### src/hw/rtl/c1d_pkg.sv
// ----------------------------------------------------------------------------
// c1d_pkg
// Shared types, codes and constants of the strided, dilated 1-D convolution.
// ----------------------------------------------------------------------------
package c1d_pkg;

  // default store bounds
  localparam int DefMaxInCh  = 16;
  localparam int DefMaxOutCh = 16;
  localparam int DefMaxTaps  = 16;
  localparam int DefMaxLen   = 256;

  // configuration register indexes
  localparam logic [2:0] CFG_IN_CH    = 3'd0;
  localparam logic [2:0] CFG_OUT_CH   = 3'd1;
  localparam logic [2:0] CFG_KSIZE    = 3'd2;
  localparam logic [2:0] CFG_STRIDE   = 3'd3;
  localparam logic [2:0] CFG_PADDING  = 3'd4;
  localparam logic [2:0] CFG_DILATION = 3'd5;
  localparam logic [2:0] CFG_USE_BIAS = 3'd6;
  localparam logic [2:0] CFG_IN_LEN   = 3'd7;

  localparam int CfgDataW = 9;
  localparam int CfgIdxW  = 3;

  typedef enum logic [1:0] {
    OP_LOAD_W  = 2'd0,
    OP_LOAD_B  = 2'd1,
    OP_LOAD_S  = 2'd2,
    OP_COMPUTE = 2'd3
  } op_e;

  typedef struct packed {
    op_e                 op;
    logic [3:0]          out_ch;
    logic [3:0]          in_ch;
    logic [7:0]          pos;
    logic signed [15:0]  value;
  } in_item_t;

  typedef struct packed {
    logic [3:0]          res_ch;
    logic [7:0]          res_pos;
    logic signed [31:0]  conv_result;
    logic                out_of_range;
  } out_item_t;

  function automatic int addr_width(input int depth);
    addr_width = (depth > 1) ? $clog2(depth) : 1;
  endfunction

endpackage

### src/hw/rtl/c1d_ram.sv
// ----------------------------------------------------------------------------
// c1d_ram
// Generic single write port, single read port RAM with registered read data.
// ----------------------------------------------------------------------------
module c1d_ram
  import c1d_pkg::*;
#(
  parameter int Width = 16,
  parameter int Depth = 16,
  localparam int AddrW = addr_width(Depth)
) (
  input  logic             clk_i,
  input  logic             we_i,
  input  logic [AddrW-1:0] waddr_i,
  input  logic [Width-1:0] wdata_i,
  input  logic [AddrW-1:0] raddr_i,
  output logic [Width-1:0] rdata_o
);

  logic [Width-1:0] mem_q [Depth];
  logic [Width-1:0] rdata_q;

  always_ff @(posedge clk_i) begin
    if (we_i) begin
      mem_q[waddr_i] <= wdata_i;
    end
    rdata_q <= mem_q[raddr_i];
  end

  assign rdata_o = rdata_q;

endmodule
### config.mk
export PLATFORM = sky130hd
export DESIGN_NAME = c1d_ram
export DESIGN_NICKNAME = d
export VERILOG_FILES = /design/src/hw/rtl/c1d_pkg.sv /design/src/hw/rtl/c1d_ram.sv
export SDC_FILE = /design/constraint.sdc
export NUM_CORES = 1
export LEC_CHECK = 0
export ABC_AREA = 1
export ABC_CLOCK_PERIOD_IN_PS = 4300
export BUFFER_PORTS_ARGS = -buffer_cell sky130_fd_sc_hd__clkbuf_2
export CAP_MARGIN = 0
export CORE_ASPECT_RATIO = 1.2
export CORE_MARGIN = 10
export CORE_UTILIZATION = 60
export DETAILED_ROUTE_END_ITERATION = 10
export PLACE_DENSITY = 0.78
export SLEW_MARGIN = 20
export SYNTH_ARGS = -nofsm -noshare
export SYNTH_HDL_FRONTEND = slang
export SYNTH_SLANG_ARGS = --single-unit
### constraint.sdc
create_clock -name clk_i -period 4.3 [get_ports clk_i]
set_input_delay 0.215 -clock clk_i [delete_from_list [all_inputs] [get_ports clk_i]]
set_output_delay 0.215 -clock clk_i [all_outputs]
set_load 0.02 [all_outputs]
Word-level counts from Yosys, hierarchy flattened
Memory sizes are Yosys's and may differ from the RTL's. A register that Yosys moved wholly into a read port is not among the register bits.
Index checks and enable logic that the tools add are counted.
{"block": "classes", "bitwise": 0, "mux": 2, "n_mul": 0, "n_eq_ne": 0, "n_reduce_logical": 0, "add_sub_neg": 0, "div": 0, "shifts": 0, "order_cmp": 0}
{"cell": "2-to-1 mux 1 bit", "count": 2}
{"block": "word_totals", "mem_bits_ro": 0, "input_bits": 26, "reg_bits": 0, "ram_bits": 256, "latch_bits": 0, "memories": 1}
{"name": "mem_q", "words": 16, "word_bits": 16, "rd": 1, "rd_clocked_by_memory_dff": 1, "write_ports": 1, "line": "c1d_ram.sv:20", "text": "logic [Width-1:0] mem_q [Depth];"}

Longest topological paths before layout
{"block": "depth", "word_depth": 2, "depth_mapped": 9, "depth_no_buf": 7}

Worst setup path before layout
Ideal clock, no wire load.
{"block": "synth_path", "path_type": "input-to-reg", "startpoint": "in waddr_i[2]", "endpoint": "mem mem_q[10][0] (enable)", "t_required_ns": 3.912, "path_stages": 2, "slack_ns": 2.785, "t_arrival_ns": 1.126, "setup_time_ns": 0.388, "n_path_buf": 0, "cell_sequence": "nand3b_1 > nor2_1"}
{"element": "from (decl)", "line": "c1d_ram.sv:14", "text": "input logic [AddrW-1:0] waddr_i,"}
{"element": "to (decl)", "line": "c1d_ram.sv:20"}
No word-level cell before the write port.

==> out/qor.yml <==
yosysWarningCount: 0
syn_nets: 1100
firstDrtPassIters: 5
antenna_found_initial: 1
areaGrowthSynthToFinish_pct: 11.1
drtIter0Drc: 740
clk_pin_slew_worst_paths_ns: 0.06
die_w_um: 146
vdd_drop_max_mv: 0.299
ys_ff_latch: 272
maxSlewHeadroom_pct: 27.1
drc: 0
grt_max_degree: 76
overflow: 0
ys_seq_area_share_pct: 70.4
hpwl_um: 14100
startpoint_type: "input pin"
netlist_area_sq_mm: 0.0114
start_util_pct: 60.6
power.share.clock_pct: 40.3
instances_no_fill: 1382
antenna_cells: 0
clockBufferDepth: 3
p_leak_nw: 5.43
rows: 55
syn_avg_cell_area_sq_um: 10.6
dp.cells: 1335
postCtsSetupRepairBufs: 0
die_area_sq_mm: 0.0249
avgRoutedWirePerCell_um: 18.5
arrival_ns: 2.48
drv_slew: 0
power_frac_comb_pct: 6.3
ios: 42
via_per_inst: 5.42
drive_gt1_share_pct: 10.0
switchingPower_mw: 1.19
fmax_mhz: 497
min_period_ns: 2.01
portBuffers: 41
status: "complete, no violations"
total_power_mw: 5.59
wl_um: 25500
p_sw_share_pct: 21.4
reg2reg_setup_slack_ns: 3.18
finalSetupViolations: 0
root_buffer: "clkbuf_16"
cts.sinks: 272
grt_pass1_vias: 7235
cp_max_fo: 55
place_congestion: 0.793
grt_usage_pct: 20.3
p_int_mw: 4.39
holdBufCountCts: 0
worst_pin_slew_ns: 1.09
seq_power_share_pct: 53.4
min_period_over_period_pct: 46.8
tns_ns: 0
core_area_sq_mm: 0.0188
cp-end-kind: "register"
crit_required_ns: 4.77
mostFrequentLayoutCells: "nand2_1, edfxtp_1, inv_1"
maxCapViolations: 0
skew_ns: 0.00861
die_y_um: 171
cts_buffers: 26
fin_nets: 1133
cts_resized: 0
ant_nets: 0
hold_viol: 0
whs_ns: 0.0850
rsz0062_at_grt: "no"
syn_inst: 1074
final_util_pct: 67.3
path_class: "input pin to register"
clock_latency_ns: 0.53
htreeDepth: 1
grt_pass1_wl_um: 39500
synthDistinctLibCells: 13
hp-class: "input pin to register"
final_common_cell: "nand2_1"
tritoncts: "built"
vias: 7497
p_per_area_mw_per_mm2: 442
==> cell families after synthesis <==
| group | count (synthesis) | synth area share (%) |
|---|---|---|
| flip-flops | 272 | 70.4 |
| AND/OR/NAND/NOR | 553 | 20.4 |
| buffers and inverters | 249 | 9.21 |
==> path summary, 6_finish.rpt <==
path / depth (start not counted) / start / end
hold / removal: 1 / wdata_i[1] / mem_q[15][1]
hold reg to reg: 6 / mem_q[6][9] / rdata_o[9]
setup / recovery: 8 / raddr_i[0] / rdata_o[5]
setup reg to reg: 6 / mem_q[1][5] / rdata_o[5]
==> power by group through the flow <==
stage,Combinational [mW],Sequential (mW),Clock [mW]
after floorplan,0.200,3.06,0
after global placement,0.331,3.04,0
after detailed placement,0.342,3.04,0
after CTS,0.346,2.98,2.27
after global routing,0.385,2.99,2.38
final,0.350,2.98,2.25
==> Yosys cell counts, drive strengths merged <==
cell,instances,area share [%]
clkbuf,10,0.33
buf,41,2.4
inv,198,6.5
nand2,341,11
nor2,17,0.56
edfxtp,256,68
nand3b,2,0.13
dfxtp,16,2.8
nand3,193,8.5
==> flip-flops by register name, summed over array words and instances, names as in the netlist <==
register	count
mem_q	256
rdata_o	16
==> per-stage QoR <==
step,cell area (sq um),setup WS [ns]
2_1_floorplan,11400,2.79
3_3_place_gp,11800,1.92
3_5_place_dp,11800,1.89
4_1_cts,12600,2.34
5_1_grt,12600,2.17
6_report,12600,2.29
==> worst max-delay path, stage by stage <==
cell	delay, ns
buf_4	0.48
clkinv_2	0.64
buf_4	0.48
nand2_1	0.14
nand3_1	0.11
nand3_1	0.14
nand3_1	0.11
nand2_1	0.11
==> layer usage <==
layer	routed length (um)	GRT usage (%)
met2	12600	34.2
met4	886	9.68
met5	12	0
met3	2010	3.12
met1	9980	25.3
==> final cells by class <==
cell class,count,area (sq um)
clock buffers,39,761
clock inverters,8,90.1
fillers,1277,6140
inverters,198,744
multi-input cells,553,2400
flip-flops and latches,272,8010
well taps,256,320
repair buffers,56,320
Power figures use the tool's default switching activity.
